File: src/frame_classify_queue_steer_assert.svh
// Assertion macros shared by the frame classifier modules.
`ifndef FRAME_CLASSIFY_QUEUE_STEER_ASSERT_SVH
`define FRAME_CLASSIFY_QUEUE_STEER_ASSERT_SVH

// Same-cycle implication, sampled on clk, quiet while arst_n is low.
`define FCQS_ASSERT_IMP(lbl, ante, cons, msg) \
	lbl: assert property (@(posedge clk) disable iff (!arst_n) (ante) |-> (cons)) \
		else $error(msg);

// Next-cycle implication, sampled on clk, quiet while arst_n is low.
`define FCQS_ASSERT_NEXT(lbl, ante, cons, msg) \
	lbl: assert property (@(posedge clk) disable iff (!arst_n) (ante) |=> (cons)) \
		else $error(msg);

`endif

File: src/fcqs_pkg.sv
// Types, constants and the socket lookup shared by the frame classifier.
`default_nettype none

package fcqs_pkg;

	localparam int SOCKET_SLOTS  = 64;
	localparam int MAX_VLAN_TAGS = 2;

	// Flow id remainder unit widths
	localparam int FLOW_W  = 32;
	localparam int QUEUE_W = 16;

	// Reason codes
	localparam logic [2:0] RS_TRUNC  = 3'd0;
	localparam logic [2:0] RS_ARP    = 3'd1;
	localparam logic [2:0] RS_ICMP   = 3'd2;
	localparam logic [2:0] RS_NONIP  = 3'd3;
	localparam logic [2:0] RS_REDIR  = 3'd4;
	localparam logic [2:0] RS_NOSOCK = 3'd5;

	// EtherTypes and protocol numbers
	localparam logic [15:0] ETYPE_ARP   = 16'h0806;
	localparam logic [15:0] ETYPE_IPV4  = 16'h0800;
	localparam logic [15:0] ETYPE_IPV6  = 16'h86DD;
	localparam logic [15:0] ETYPE_CTAG  = 16'h8100;
	localparam logic [15:0] ETYPE_STAG  = 16'h88A8;
	localparam logic [7:0]  PROTO_ICMP4 = 8'd1;
	localparam logic [7:0]  PROTO_ICMP6 = 8'd58;

	// Register indexes (byte address / 8)
	localparam logic [1:0] REG_ENCAP  = 2'd0;
	localparam logic [1:0] REG_QCOUNT = 2'd1;
	localparam logic [1:0] REG_SOCKET = 2'd2;

	typedef struct packed {
		logic [7:0]  data_byte;
		logic        last_byte;
		logic [15:0] rx_queue;
	} fcqs_item_t;

	typedef struct packed {
		logic        verdict;
		logic [15:0] steer_queue;
		logic [2:0]  reason;
	} fcqs_result_t;

	// Try a redirect to queue q against the socket mask
	function automatic fcqs_result_t attempt(input logic [15:0] q, input logic [63:0] mask);
		fcqs_result_t r;
		logic ok;
		ok = (q < 16'(SOCKET_SLOTS)) && mask[q[5:0]];
		r.verdict     = ok;
		r.steer_queue = q;
		r.reason      = ok ? RS_REDIR : RS_NOSOCK;
		return r;
	endfunction

endpackage

`default_nettype wire

File: src/frame_classify_queue_steer.sv
// Frame classifier with VLAN stripping and flow-id queue steering (top level).
//
// Usage:
// - item channel (item_valid/item_stall/item) carries frame bytes in wire
//   order, one transfer per byte; item.last_byte marks the final byte, and
//   item.rx_queue is taken from that final byte.
// - result channel (result_valid/result_stall/result) gives one verdict per
//   frame: verdict, steer_queue and reason.
// - Configuration goes through the APB port: the encapsulation EtherType at
//   0x00, the flow queue count at 0x08, the socket mask at 0x10 (64-bit data).
// Timing:
// - One byte per cycle while item_stall is low. The result is registered and
//   appears the cycle after the last byte's transfer if no remainder starts.
// - On an encapsulated frame, once the 4-byte flow id completes and the queue
//   count is nonzero, the bit-serial remainder unit runs over the 32-bit flow
//   id, one dividend bit per cycle; item_stall is high while it runs. If the flow
//   id ends the frame, the result is registered once the remainder completes and the output is free.
// - While a result waits under result_stall, item_stall is high.
// Reset clears the configuration and parse state, drops any pending result
// and starts a fresh frame.
`default_nettype none
`include "frame_classify_queue_steer_assert.svh"

module frame_classify_queue_steer (
	input  wire logic                   clk,
	input  wire logic                   arst_n,
	input  wire logic                   item_valid,
	output logic                        item_stall,
	input  wire fcqs_pkg::fcqs_item_t   item,
	output logic                        result_valid,
	input  wire logic                   result_stall,
	output fcqs_pkg::fcqs_result_t      result,
	input  wire logic                   psel,
	input  wire logic                   penable,
	input  wire logic                   pwrite,
	input  wire logic [4:0]             paddr,
	input  wire logic [63:0]            pwdata,
	output logic [63:0]                 prdata,
	output logic                        pready
);

	// Parse phases
	localparam logic [2:0] PH_ETYPE = 3'd0;
	localparam logic [2:0] PH_FLOW  = 3'd1;
	localparam logic [2:0] PH_IP4   = 3'd2;
	localparam logic [2:0] PH_IP6   = 3'd3;
	localparam logic [2:0] PH_DONE  = 3'd4;
	localparam logic [2:0] PH_RXQ   = 3'd5;

	localparam logic [6:0] OFF_MAX = 7'd127;

	// Configuration registers
	logic [15:0] encap_q;
	logic [15:0] qc_q;
	logic [63:0] mask_q;

	// Per-frame parse state
	logic [6:0]  off_q;
	logic [15:0] ts_q;
	logic [1:0]  tag_q;
	logic [2:0]  ph_q;
	logic [31:0] flow_q;
	logic [2:0]  rsn_q;

	logic                   res_pend_q;
	logic                   out_valid_q;
	fcqs_pkg::fcqs_result_t out_q;

	// Next-state values for the current byte
	logic [6:0]  hs;
	logic [6:0]  ip_at;
	logic [6:0]  ip_end;
	logic [15:0] ts_n;
	logic [1:0]  tag_n;
	logic [2:0]  ph_n;
	logic [31:0] flow_n;
	logic [2:0]  rsn_n;
	logic        div_start;
	logic        vlan;
	logic        v4;

	logic                   item_acc;
	logic                   out_free;
	logic                   pend_fire;
	logic                   cfg_wr;
	fcqs_pkg::fcqs_result_t res_now;
	logic                   div_busy;
	logic                   div_done;
	logic [15:0]            div_rem;

	assign item_acc  = item_valid && !item_stall;
	assign out_free  = !out_valid_q || !result_stall;
	assign pend_fire = res_pend_q && !div_busy && out_free;
	assign cfg_wr    = psel && penable && pwrite && pready;

	// Hold input during the remainder, a deferred result or a blocked output
	assign item_stall = div_busy || res_pend_q || (out_valid_q && result_stall);

	// Configuration write and readback
	always_ff @(posedge clk or negedge arst_n) begin
		if (!arst_n) begin
			encap_q <= '0;
			qc_q    <= '0;
			mask_q  <= '0;
		end else if (cfg_wr) begin
			unique case (paddr[4:3])
				fcqs_pkg::REG_ENCAP:  encap_q <= pwdata[15:0];
				fcqs_pkg::REG_QCOUNT: qc_q    <= pwdata[15:0];
				fcqs_pkg::REG_SOCKET: mask_q  <= pwdata;
				default: ;
			endcase
		end
	end

	always_comb begin
		unique case (paddr[4:3])
			fcqs_pkg::REG_ENCAP:  prdata = {48'd0, encap_q};
			fcqs_pkg::REG_QCOUNT: prdata = {48'd0, qc_q};
			fcqs_pkg::REG_SOCKET: prdata = mask_q;
			default:              prdata = '0;
		endcase
	end

	assign pready = 1'b1;

	// Header positions relative to the tag count
	assign hs     = 7'd14 + {3'd0, tag_q, 2'b00};
	assign v4     = (ph_q == PH_IP4);
	assign ip_at  = hs + (v4 ? 7'd9 : 7'd6);
	assign ip_end = hs + (v4 ? 7'd19 : 7'd39);

	// Advance the parse by one byte
	always_comb begin
		ts_n      = ts_q;
		tag_n     = tag_q;
		ph_n      = ph_q;
		flow_n    = flow_q;
		rsn_n     = rsn_q;
		div_start = 1'b0;
		vlan      = 1'b0;
		unique case (ph_q)
			PH_ETYPE: begin
				ts_n = {ts_q[7:0], item.data_byte};
				if (off_q == hs - 7'd1) begin
					vlan = (ts_n == fcqs_pkg::ETYPE_CTAG) || (ts_n == fcqs_pkg::ETYPE_STAG);
					if (vlan && ({30'd0, tag_q} < 32'(fcqs_pkg::MAX_VLAN_TAGS))) begin
						tag_n = tag_q + 2'd1;
					end else if (ts_n == fcqs_pkg::ETYPE_ARP) begin
						ph_n  = PH_DONE;
						rsn_n = fcqs_pkg::RS_ARP;
					end else if (encap_q != 16'd0 && ts_n == encap_q) begin
						ph_n   = PH_FLOW;
						flow_n = '0;
					end else if (ts_n == fcqs_pkg::ETYPE_IPV4) begin
						ph_n  = PH_IP4;
						rsn_n = fcqs_pkg::RS_REDIR;
					end else if (ts_n == fcqs_pkg::ETYPE_IPV6) begin
						ph_n  = PH_IP6;
						rsn_n = fcqs_pkg::RS_REDIR;
					end else begin
						ph_n  = PH_DONE;
						rsn_n = fcqs_pkg::RS_NONIP;
					end
				end
			end
			PH_FLOW: begin
				if (off_q >= hs && off_q <= hs + 7'd3) begin
					flow_n = {flow_q[23:0], item.data_byte};
				end
				if (off_q == hs + 7'd3) begin
					if (qc_q != 16'd0) begin
						ph_n      = PH_DONE;
						rsn_n     = fcqs_pkg::RS_REDIR;
						div_start = 1'b1;
					end else begin
						ph_n = PH_RXQ;
					end
				end
			end
			PH_IP4, PH_IP6: begin
				if (off_q == ip_at &&
				    item.data_byte == (v4 ? fcqs_pkg::PROTO_ICMP4 : fcqs_pkg::PROTO_ICMP6)) begin
					rsn_n = fcqs_pkg::RS_ICMP;
				end
				if (off_q == ip_end) begin
					ph_n = (rsn_n == fcqs_pkg::RS_ICMP) ? PH_DONE : PH_RXQ;
				end
			end
			default: ;
		endcase
	end

	// Verdict for a frame ending on this byte
	always_comb begin
		res_now = '0;
		priority if (ph_n == PH_FLOW || ph_n == PH_RXQ) begin
			res_now = fcqs_pkg::attempt(item.rx_queue, mask_q);
		end else if (ph_n == PH_DONE && rsn_n == fcqs_pkg::RS_REDIR) begin
			res_now = fcqs_pkg::attempt(div_rem, mask_q);
		end else if (ph_n == PH_DONE) begin
			res_now.reason = rsn_n;
		end else begin
			res_now.reason = fcqs_pkg::RS_TRUNC;
		end
	end

	// Parse state: advance per byte, clear after the last byte
	always_ff @(posedge clk or negedge arst_n) begin
		if (!arst_n) begin
			off_q  <= '0;
			ts_q   <= '0;
			tag_q  <= '0;
			ph_q   <= PH_ETYPE;
			flow_q <= '0;
			rsn_q  <= fcqs_pkg::RS_TRUNC;
		end else if (item_acc) begin
			if (item.last_byte) begin
				off_q  <= '0;
				ts_q   <= '0;
				tag_q  <= '0;
				ph_q   <= PH_ETYPE;
				flow_q <= '0;
				rsn_q  <= fcqs_pkg::RS_TRUNC;
			end else begin
				off_q  <= (off_q != OFF_MAX) ? off_q + 7'd1 : off_q;
				ts_q   <= ts_n;
				tag_q  <= tag_n;
				ph_q   <= ph_n;
				flow_q <= flow_n;
				rsn_q  <= rsn_n;
			end
		end
	end

	// Output register and deferred result after the remainder
	always_ff @(posedge clk or negedge arst_n) begin
		if (!arst_n) begin
			out_valid_q <= 1'b0;
			res_pend_q  <= 1'b0;
		end else begin
			if (item_acc && item.last_byte && !div_start) begin
				out_valid_q <= 1'b1;
			end else if (pend_fire) begin
				out_valid_q <= 1'b1;
			end else if (!result_stall) begin
				out_valid_q <= 1'b0;
			end
			if (item_acc && item.last_byte && div_start) begin
				res_pend_q <= 1'b1;
			end else if (pend_fire) begin
				res_pend_q <= 1'b0;
			end
		end
	end

	always_ff @(posedge clk) begin
		if (item_acc && item.last_byte && !div_start) begin
			out_q <= res_now;
		end else if (pend_fire) begin
			out_q <= fcqs_pkg::attempt(div_rem, mask_q);
		end
	end

	assign result_valid = out_valid_q;
	assign result       = out_q;

	fcqs_div u_div (
		.clk      (clk),
		.arst_n   (arst_n),
		.start    (item_acc && div_start),
		.dividend (flow_n),
		.divisor  (qc_q),
		.busy     (div_busy),
		.done     (div_done),
		.rem      (div_rem)
	);

	`FCQS_ASSERT_IMP(a_no_byte_in_div, item_acc, !div_busy && !res_pend_q, "byte taken during remainder")
	`FCQS_ASSERT_IMP(a_pend_has_div, $rose(res_pend_q), div_busy, "deferred result without remainder run")
	`FCQS_ASSERT_IMP(a_redir_reason, out_valid_q && out_q.verdict, out_q.reason == fcqs_pkg::RS_REDIR, "redirect with wrong reason")
	`FCQS_ASSERT_IMP(a_pass_queue, out_valid_q && !out_q.verdict && out_q.reason != fcqs_pkg::RS_NOSOCK, out_q.steer_queue == 16'd0, "pass verdict with a queue")
	`FCQS_ASSERT_IMP(a_div_done_pend, div_done && res_pend_q, !div_busy, "remainder busy at completion")

endmodule

`default_nettype wire

File: src/fcqs_div.sv
// Bit-serial restoring remainder unit: flow id modulo queue count.
`default_nettype none
`include "frame_classify_queue_steer_assert.svh"

module fcqs_div (
	input  wire logic                           clk,
	input  wire logic                           arst_n,
	input  wire logic                           start,
	input  wire logic [fcqs_pkg::FLOW_W-1:0]    dividend,
	input  wire logic [fcqs_pkg::QUEUE_W-1:0]   divisor,
	output logic                                busy,
	output logic                                done,
	output logic [fcqs_pkg::QUEUE_W-1:0]        rem
);

	localparam int CNT_W = $clog2(fcqs_pkg::FLOW_W);
	localparam logic [CNT_W-1:0] CNT_LAST = CNT_W'(fcqs_pkg::FLOW_W - 1);

	logic [fcqs_pkg::FLOW_W-1:0]  dvd_q;
	logic [fcqs_pkg::QUEUE_W-1:0] dvs_q;
	logic [fcqs_pkg::QUEUE_W-1:0] rem_q;
	logic [CNT_W-1:0]             cnt_q;
	logic                         busy_q;
	logic                         done_q;
	logic [fcqs_pkg::QUEUE_W:0]   trial;
	logic [fcqs_pkg::QUEUE_W-1:0] rem_nxt;

	// Bring down one dividend bit and subtract the divisor if it fits
	always_comb begin
		trial = {rem_q, dvd_q[fcqs_pkg::FLOW_W-1]};
		if (trial >= {1'b0, dvs_q}) begin
			rem_nxt = fcqs_pkg::QUEUE_W'(trial - {1'b0, dvs_q});
		end else begin
			rem_nxt = trial[fcqs_pkg::QUEUE_W-1:0];
		end
	end

	// Control: load on start, count one bit per cycle
	always_ff @(posedge clk or negedge arst_n) begin
		if (!arst_n) begin
			busy_q <= 1'b0;
			done_q <= 1'b0;
			cnt_q  <= '0;
		end else begin
			done_q <= 1'b0;
			if (start) begin
				busy_q <= 1'b1;
				cnt_q  <= '0;
			end else if (busy_q) begin
				cnt_q <= cnt_q + 1'b1;
				if (cnt_q == CNT_LAST) begin
					busy_q <= 1'b0;
					done_q <= 1'b1;
				end
			end
		end
	end

	// Datapath: shift dividend out, update partial remainder
	always_ff @(posedge clk) begin
		if (start) begin
			dvd_q <= dividend;
			dvs_q <= divisor;
			rem_q <= '0;
		end else if (busy_q) begin
			dvd_q <= {dvd_q[fcqs_pkg::FLOW_W-2:0], 1'b0};
			rem_q <= rem_nxt;
		end
	end

	assign busy = busy_q;
	assign done = done_q;
	assign rem  = rem_q;

	`FCQS_ASSERT_IMP(a_no_restart, start, !busy_q, "remainder unit restarted while busy")
	`FCQS_ASSERT_NEXT(a_finish, busy_q && !start && cnt_q == CNT_LAST, done_q && !busy_q, "remainder unit did not finish")
	`FCQS_ASSERT_IMP(a_rem_range, done_q, rem_q < dvs_q, "remainder not below divisor")

endmodule

`default_nettype wire
File: config.mk
export PLATFORM = sky130hd
export DESIGN_NAME = frame_classify_queue_steer
export DESIGN_NICKNAME = d
export VERILOG_FILES = /design/src/fcqs_pkg.sv /design/src/frame_classify_queue_steer.sv /design/src/fcqs_div.sv
export VERILOG_INCLUDE_DIRS = /design/src /design/src/src
export SDC_FILE = /design/constraint.sdc
export NUM_CORES = 1
export LEC_CHECK = 0
export BUFFER_PORTS_ARGS = -buffer_cell sky130_fd_sc_hd__buf_2
export CAP_MARGIN = 20
export CORE_ASPECT_RATIO = 1.1
export CORE_UTILIZATION = 51
export CTS_CLUSTER_DIAMETER = 150
export DETAILED_ROUTE_END_ITERATION = 8
export PLACE_DENSITY = 0.72
export SYNTH_ARGS = -nofsm -noshare
export SYNTH_HDL_FRONTEND = slang
export SYNTH_SLANG_ARGS = --single-unit
File: constraint.sdc
create_clock -name clk -period 9.3 [get_ports clk]
set_input_delay 0.93 -clock clk [delete_from_list [all_inputs] [get_ports clk]]
set_output_delay 0.93 -clock clk [all_outputs]
set_load 0.02 [all_outputs]
# == After elaboration in Yosys (flattened, before gate mapping) ==
# Cells that the tools add are included.
# word_totals
regBits,243
inputBits,101
elab_cells,176
# op_classes
add_sub_neg,9
magnitude_cmp,8
eq_ne,24
muxes,71
reduce_logical,45
# ops
op,count
2-to-1 mux 32 bit,8
case mux 64 bit (3 select lines),1
2-to-1 mux 3 bit,22
case mux 32 bit (2 select lines),1
2-to-1 mux 20 bit,3
"== test 16 bit, second input constant",3
"== test 16 x 12 -> 1 bit, second input constant",2
"< comparator 16 x 7 -> 1 bit, second input constant",2
nonzero test 16 bit,2
case mux 3 bit (3 select lines),2
greater-or-equal comparator 17 x 16 -> 1 bit,1
logical AND 1 bit,17
2-to-1 mux 1 bit,17
2-to-1 mux 17 bit,1
== test 16 bit,1
2-to-1 mux 16 bit,1
2-to-1 mux 8 bit,2
subtractor 16 bit,1
== test 7 x 6 -> 1 bit,2
== test 7 bit,2
"< comparator 6 x 7 -> 1 bit, second input constant",2
2-to-1 mux 7 bit,2
nonzero test 2 bit,7
binary-select mux 1 bit (select 6 bit),2
other kinds (31),53

# == Longest topological paths before layout ==
# Gate-level depths: netlist of the first run.
# depth
depth_word,16
depth_mapped,15

# == Hierarchy ==
# A second synthesis of the first run with hierarchy kept.
# unflattened
hier_cells,1161
area_unflattened_um2,13753.2
# modules_own_cells
module,instances,cells_per_inst,area_each_um2,seq_area_each_um2
frame_classify_queue_steer,1,827,9915.8,4429.2
fcqs_div,1,334,3837.4,1936.9

# == Worst setup path before layout of the first run ==
# OpenSTA, ideal clock, no wires.
# synth_path
path_type,in2reg
startpoint,input item[22] in the netlist's numbering
endpoint,register out_q (netlist bit result[0]) (data pin)
arrival_time_ns,3.633
path_slack_ns,5.393
path_stages,11
path_buffers,2
cell_sequence,clkbuf_1 > nor3b_1 > or3b_2 > nor4_1 > a21oi_1 > nor4_1 > o21ba_2 > a211o_1 > o31ai_4 > buf_6 > a22oi_1
# synth_via
elab_chain_len,13
elab_cells_between_ends,40
classes_between,12 x eq/ne; 22 x mux; 6 x reduce/logical
# synth_lines
element,line_no,rtl
from (decl),frame_classify_queue_steer.sv:29,"input wire fcqs_pkg::fcqs_item_t item,"
== test 16 bit / == test 8 x 6 -> 1 bit (equally long branches),"frame_classify_queue_steer.sv:157, frame_classify_queue_steer.sv:182",
2-to-1 mux 3 bit / logical AND 1 bit (equally long branches),"frame_classify_queue_steer.sv:157, frame_classify_queue_steer.sv:181",
"2-to-1 mux 3 bit, on equally long branches","frame_classify_queue_steer.sv:154, frame_classify_queue_steer.sv:181",
"2-to-1 mux 3 bit, on equally long branches","frame_classify_queue_steer.sv:151, frame_classify_queue_steer.sv:141",
2-to-1 mux 3 bit / == test 3 x 2 -> 1 bit (equally long branches),"frame_classify_queue_steer.sv:148, frame_classify_queue_steer.sv:186",
2-to-1 mux 3 bit / 2-to-1 mux 1 bit (equally long branches),"frame_classify_queue_steer.sv:146, frame_classify_queue_steer.sv:186",
"2-to-1 mux 3 bit, on equally long branches","frame_classify_queue_steer.sv:144, frame_classify_queue_steer.sv:185",
case mux 3 bit (3 select lines),frame_classify_queue_steer.sv:141,unique case (ph_q)
"== test 3 bit, on equally long branches","frame_classify_queue_steer.sv:198, frame_classify_queue_steer.sv:200",
2-to-1 mux 3 bit / logical AND 1 bit (equally long branches),"frame_classify_queue_steer.sv:200, frame_classify_queue_steer.sv:198",
2-to-1 mux 3 bit,frame_classify_queue_steer.sv:198,end else if (ph_n == PH_DONE && rsn_n == fcqs_pkg::RS_REDIR) begin
2-to-1 mux 20 bit (*),frame_classify_queue_steer.sv:196,priority if (ph_n == PH_FLOW || ph_n == PH_RXQ) begin
2-to-1 mux 20 bit (*),frame_classify_queue_steer.sv:257,if (item_acc && item.last_byte && !div_start) begin
to (signal assigned),frame_classify_queue_steer.sv:258,out_q <= res_now;
to (signal assigned),frame_classify_queue_steer.sv:260,"out_q <= fcqs_pkg::attempt(div_rem, mask_q);"
to (decl),frame_classify_queue_steer.sv:67,fcqs_pkg::fcqs_result_t out_q;
# Mark *: on every way between the ends. The rest lies on a longest branch, timed or not. The select of a mux whose other input is x is not followed.
# A chain may end at the register's enable or synchronous reset.

# == Worst setup path after layout of the first run ==
# layout_path
startpoint,input item[18] in the netlist's numbering
endpoint,register out_q (netlist bit result[0]) (data pin)
# The elaborated chain is that of the path after synthesis.

==> out/qor.txt, run 1 <==
Status: finished clean
Total track usage: 26.2%
Max-Cap Viols: 0
Die area: 26500 um2
Max-slew headroom: 28.8%
Die width: 155 um
Final ANT Viol Nets: 0
Initial antenna violation count: 0
# nets final: 1432
WHS: 0.480 ns
Final hold violation count: 0
Worst path most repeated cell: nor4_1
Gr ovfl total: 0
Synth Area in Simple Gates: 12.4%
Yosys reg bits: 243
Syn_nets: 1280
Final setup fails: 0
Worst slew pin tran: 1.06 ns
Hold Path Class: in2async
Setup CP Type: in2reg
Post-synth EDFFs: 68
Share of cells above drive strength 1: 30.0%
Crit-path max cell delay: 0.79 ns
Max H-tree Level: 1
Final Max Slew Viols: 0
Place WS: 4.47 ns
Gpl congestion: 0.930
Worst skew pair latency: 0.53 ns
Post-layout util: 60.6%
Die height: 171 um
Vias: 9989
Fmax: 0.227 GHz
Finished Cell Area: 15300 um2
Placed Area: 14400 um2
Peak supply drop: 0.169 mV
Minimum clock period: 4.40 ns
Post-CTS Setup Bufs: 0
Core outline area: 25300 um2
Vias in the first global route: 9947
Post-synth cell types: 73
Top_reg_cell synth: dfrtp_1
Setup WS post-layout: 4.90 ns
Crit. End Element: register
Fin Clk Skew: 0.0133 ns
Largest family of logic cells by synthesized area: multiplexers
Post-Syn Area: 13200 um2
Post-CTS Hold Buffers: 0
CP max stage cell: o31ai_4
Num Clock Sinks: 243
Worst-path cell chain: buf_2, nor3b_1, or3b_2, nor4_1, a21oi_1, nor4_1, o21ba_2, a211o_1, o31ai_4, a22oi_1
PD cells: 191 nW/um2
Arrival @ worst endpoint: 4.64 ns
Pin count of the biggest net entering global routing: 94
Reg clk slew, reported paths: 0.06 ns
Cell row count: 61
Post-Route WL: 34.2 mm
Final routed DRC violation total: 0
# port buffers: 183
Most frequent cells in the layout: 182 x buf_2, 159 x dfrtp_1, 97 x nor2_1
FFs w/ async S/R, synth: 65.4%
Vias/cell: 6.00
Non-filler instance count after layout: 1664
CTS tree: done
Initial Util: 52.0%
Area grow syn2layout: 16.4%
Placed insts: 1614
Xor and xnor fraction of the mapped netlist area: 2.79%
Average wire per standard cell: 20.6 um
Syn Inst Count: 1145
CP max FO: 18
Avg Inst Size Synth: 11.5 um2
Worst Reg-to-Reg Cells: 10
Diodes inserted: 0
WP data required: 9.54 ns
Hpwl dp: 24.0 mm
CTS max path bufs: 3
Num CTS Buffers: 27
Startpoint Class: primary input
RSZ-0062 raised after global routing: false
Commonest non-fill, non-tap cell in the layout: buf_2
First-pass GRT wire length: 54.6 mm
Leakage power: 6.88 nW
Post-CTS sizing: 0
Sequential area share after synthesis: 48.1%
I/O pin cnt: 188
Total power: 2.93 mW
Complex-gate fraction of the synthesized area: 12.3%
Setup TNS: 0 ns
Mux contribution to synthesized area: 17.7%
Ys Warns: 0
Root Buffer: clkbuf_16
Total iterations of the first detailed-routing run: 5
Synth Area in Adders: 3.28%
DRT iter0 DRCs: 780
Final Cycle Share: 47.3%
==> layer usage <==
metal  track usage (%)  wire length [um]  up-vias  share of wire [%]
met5                 0                 0        -                  0
met4              8.78              1020        0                3.0
met3              4.43              2290       58                6.7
met2              43.7             16700      382                 49
met1              35.0             14200     4957                 42
li1                  -                 -     4592                  -
==> final cells by class <==
cell class / instances / area (um2)
Multi-Input combinational cell: 791 / 6440
Timing Repair Buffer: 198 / 1070
Inverter: 36 / 135
Fill cell: 2131 / 9990
Clock inverter: 20 / 231
Sequential cell: 243 / 6340
Clock buffer: 30 / 697
Tap cell: 346 / 433
==> synthesized netlist by cell type (5+ instances only) <==
cell	count	area (um2)
nand4_1	10	62.6
dfxtp_1	16	320
nand2b_1	5	31.3
dfrtp_1	159	3980
or3_1	5	31.3
o31ai_1	5	37.5
mux4_2	40	901
nor3_1	12	60.1
nor2_1	98	368
a211oi_1	8	60.1
xor2_1	28	245
a22o_1	59	517
and2_1	52	325
a221oi_1	31	272
o22ai_1	7	43.8
ha_1	33	413
a31oi_1	7	43.8
a21oi_1	17	85.1
mux2_2	96	1080
edfxtp_1	68	2040
nor2b_1	7	43.8
o21ai_0	46	230
nor3b_1	5	37.5
mux2i_1	34	340
xnor2_1	14	123
a21o_1	6	45.0
nand3_1	14	70.1
clkbuf_1	65	244
inv_1	35	131
and3_1	5	31.3
nor4_1	22	138
nand2_1	72	270
==> state kept, by name, indices dropped and copies added (netlist names) <==
signal / flops
result_valid: 1
off_q: 7
flow_q: 32
tag_q: 2
u_div.dvd_q: 32
rsn_q: 3
res_pend_q: 1
ts_q: 8
ph_q: 3
result: 20
u_div.busy: 1
u_div.dvs_q: 16
mask_q: 64
qc_q: 16
encap_q: 16
u_div.rem: 16
u_div.cnt_q: 5
==> worst max-delay path: cells and delay by family <==
family                 cells  cell delay (ns)
AOI/OAI and AO/OA          5             1.68
buffers and inverters      1             0.18
and+or+nand+nor            4             1.84
==> power by group <==
part / total (mW) / switching [mW] / internal, mW / leakage [nW]
clock network: 1.11 / 0.436 / 0.678 / 0.454
logic: 0.469 / 0.225 / 0.243 / 3.64
registers: 1.34 / 0.132 / 1.21 / 2.79
==> path summary, 6_finish.rpt <==
path / start / to / slack [ns]
hold / removal: arst_n / u_div.cnt_q[3] / 0.48
max in group asynchronous: arst_n / mask_q[36] / 7.31
hold reg to reg: flow_q[28] / flow_q[28] / 0.51
setup / recovery: item[18] / result[0] / 4.90
setup reg to reg: ph_q[2] / result[0] / 4.92
min in group clk: flow_q[28] / flow_q[28] / 0.51
==> cell families (layout without fill, tap and decap cells) <==
group	after synthesis	in the layout
AO/OA/AOI/OAI	218	218
buffers and inverters	111	284
AND/OR/NAND/NOR	325	325
other	1	1
flip-flops	243	243
adder cells (fa/ha/maj)	34	34
multiplexers	171	171
XOR/XNOR	42	42
Note: power is estimated with default switching activity, not from simulation.
==> run 2: changes to the inputs <==
--- a/config.mk
+++ b/config.mk
@@ -12,7 +12,7 @@
 export CORE_UTILIZATION = 51
 export CTS_CLUSTER_DIAMETER = 150
 export DETAILED_ROUTE_END_ITERATION = 8
-export PLACE_DENSITY = 0.72
+export PLACE_DENSITY = 0.75
 export SYNTH_ARGS = -nofsm -noshare
 export SYNTH_HDL_FRONTEND = slang
 export SYNTH_SLANG_ARGS = --single-unit
==> constraint.sdc (replaced) <==
create_clock -name clk -period 3.7 [get_ports clk]
set_input_delay 0.37 -clock clk [delete_from_list [all_inputs] [get_ports clk]]
set_output_delay 0.37 -clock clk [all_outputs]
set_load 0.02 [all_outputs]
==> run 2 against run 1 <==
Worst hold slack got worse by 0.42 ns. Flip-flop and latch count did not move. Clock skew fell by 0.0057 ns. Largest power group unchanged. Highest routed layer unchanged. Global-route usage rose by 0.54 points. Clock power rose to 2.6 times the previous value. Register-to-register slack got worse by 4.8 ns. Cell count rose by 1.3%. First-iteration DRC count rose by 4.9%.
==> out/qor.txt, run 2 (synthesis gave the netlist of run 1 again) <==
Final ANT Viol Nets: 0 (unchanged)
Fin Clk Skew: 0.00756 ns (was 0.0133 ns)
Gpl congestion: 0.952 (was 0.930)
WHS: 0.0608 ns (was 0.480 ns)
# port buffers: 183 (unchanged)
Die width: 155 um (unchanged)
Sw Pwr: 2.02 mW (was 794 uW)
Reg-to-reg startpoint: ph_q[0] (was ph_q[2])
Cell row count: 61 (unchanged)
Hold Path Class: in2reg (was in2async)
Final Cycle Share: 97.4%
Worst-path cell chain: or3b_4, inv_2, ha_2, inv_1, ha_1, xor2_1, nor2_1, o2111ai_4, mux2_4, a32oi_1, or4_4, o31ai_4, buf_12, a22o_1 (was buf_2, nor3b_1, or3b_2, nor4_1, a21oi_1, nor4_1, o21ba_2, a211o_1, o31ai_4, a22oi_1)
Final setup fails: 0 (unchanged)
Post-Route WL: 34.7 mm (was 34.2 mm)
Worst slew pin tran: 0.837 ns (was 1.06 ns)
Status: finished clean (unchanged)
CP max stage cell: or4_4 (was o31ai_4)
WP data required: 4.09 ns (was 9.54 ns)
DRT iter0 DRCs: 818 (was 780)
Die height: 171 um (unchanged)
Fmax: 0.278 GHz
Vias in the first global route: 10.1k (was 9947)
Sequential power share: 45.3% (was 45.9%)
Arrival @ worst endpoint: 4.00 ns (was 4.64 ns)
Num Clock Sinks: 243 (unchanged)
Hpwl dp: 24.4 mm (was 24.0 mm)
First-pass GRT wire length: 55.9 mm (was 54.6 mm)
Commonest non-fill, non-tap cell in the layout: buf_2 (unchanged)
Minimum clock period: 3.60 ns
Total power: 7.46 mW (was 2.93 mW)
Worst skew pair latency: 0.53 ns (about the same)
Max reg flops: 64 (unchanged)
Final routed DRC violation total: 0 (unchanged)
Total track usage: 26.8% (was 26.2%)
Crit. End Element: register (unchanged)
# nets final: 1454 (was 1432)
Max-slew headroom: 44.0% (was 28.8%)
Most flops, register: mask_q (unchanged)
Share of cells above drive strength 1: 31.9% (was 30.0%)
Max-Cap Viols: 0 (unchanged)
Average wire per standard cell: 20.6 um (about the same)
Gr ovfl total: 0 (unchanged)
Area grow syn2layout: 18.3% (was 16.4%)
Clock power share: 38.3% (was 38.1%)
Setup WS post-layout: 0.0965 ns (was 4.90 ns)
Internal power: 5.44 mW (was 2.13 mW)
Startpoint Class: register (was primary input)
Vias/cell: 6.01 (was 6.00)
Peak supply drop: 0.398 mV (was 0.169 mV)
Setup CP Type: reg2reg (was in2reg)
Sw Ratio: 27.1% (about the same)
Pin count of the biggest net entering global routing: 81 (was 94)
Num CTS Buffers: 26 (was 27)
Max H-tree Level: 1 (unchanged)
Setup TNS: 0 ns (unchanged)
CTS max path bufs: 3 (unchanged)
Final Max Slew Viols: 0 (unchanged)
Crit-path max cell delay: 0.57 ns (was 0.79 ns)
I/O pin cnt: 188 (unchanged)
Multi-input logic area: 6480 um2 (was 6440 um2)
Hold path startpoint: result_stall
Reg area: 6340 um2 (unchanged)
CTS tree: done (unchanged)
Layout fillers: 2043 (was 2131)
Worst Setup SP: ph_q[0] (was item[18])
PD cells: 478 nW/um2 (was 191 nW/um2)
Root Buffer: clkbuf_16 (unchanged)
Biggest regs: mask_q (64), flow_q (32), u_div.dvd_q (32) (unchanged)
CP max FO: 17 (was 18)
Diodes inserted: 0 (unchanged)
Combinational Power Share: 16.4% (was 16.0%)
Core outline area: 25300 um2 (unchanged)
Buf/Inv on CP: 3 (was 1)
Place WS: 0.0236 ns (was 4.47 ns)
Die area: 26500 um2 (unchanged)
Leakage power: 7.02 nW (was 6.88 nW)
Most frequent cells in the layout: 182 x buf_2, 159 x dfrtp_1, 97 x nor2_1 (unchanged)
Final hold violation count: 0 (unchanged)
Reg clk slew, reported paths: 0.06 ns (about the same)
Vias: 10.1k (was 9989)
Total iterations of the first detailed-routing run: 6 (was 5)
Cell family with most CP delay: simple AND/OR/NAND/NOR gates (unchanged)
Initial antenna violation count: 0 (unchanged)
Initial Util: 52.0% (unchanged)
## run 2: layout make-up
cell class	instances	area share, %
clock buffer	30	4.67
multi-input combinational	791	41.5
sequential	243	40.6
tap	346	2.77
timing repair buffer	221	8.07
clock inverter	18	1.45
inverter	36	0.866
## run 2: worst paths after layout
kind	to	cells past startpoint	slack, ns
max in group asynchronous	flow_q[24]	3	2.38
hold reg to reg	flow_q[28]	1	0.50
hold / removal	result_valid	2	0.06
setup / recovery	result[6]	14	0.1
setup reg to reg	result[6]	14	0.1
min in group asynchronous	u_div.cnt_q[2]	2	0.48
## run 2: per-layer routing
metal  vias up  track usage [%]  part of all wire, %
li1       4627                -                    -
met3        61             5.19                  7.1
met1      5019             36.3                   42
met2       422             44.0                   48
met4         0             7.72                  2.4
met5         -                0                    0
## run 2: power groups by stage
stage / Combinational [mW] / Clock (mW) / Sequential, mW
after CTS: 1.23 / 2.88 / 3.38
after detailed placement: 1.22 / 0 / 3.42
after floorplan: 0.838 / 0 / 3.30
final: 1.23 / 2.86 / 3.38
after global routing: 1.32 / 2.99 / 3.42
after global placement: 1.19 / 0 / 3.40
## run 2: through the flow
step / instance area [um2] / instances / utilization [%]
2_1_floorplan: 13200 / 1145 / -
3_3_place_gp: 14600 / 1636 / 57.7
3_5_place_dp: 14600 / 1636 / 57.7
4_1_cts: 15600 / 1685 / 61.5
5_1_grt: 15600 / 1685 / 61.6
6_report: 15600 / 1685 / 61.6
## run 2: repair_timing
action | in CTS | in global routing
hold buffers | 1 | 0
buffers inserted | 0 | 0
gates resized for setup | 0 | 5
endpoints found under the setup margin | 0 | 18
hold endpoints to repair | 77 | 0
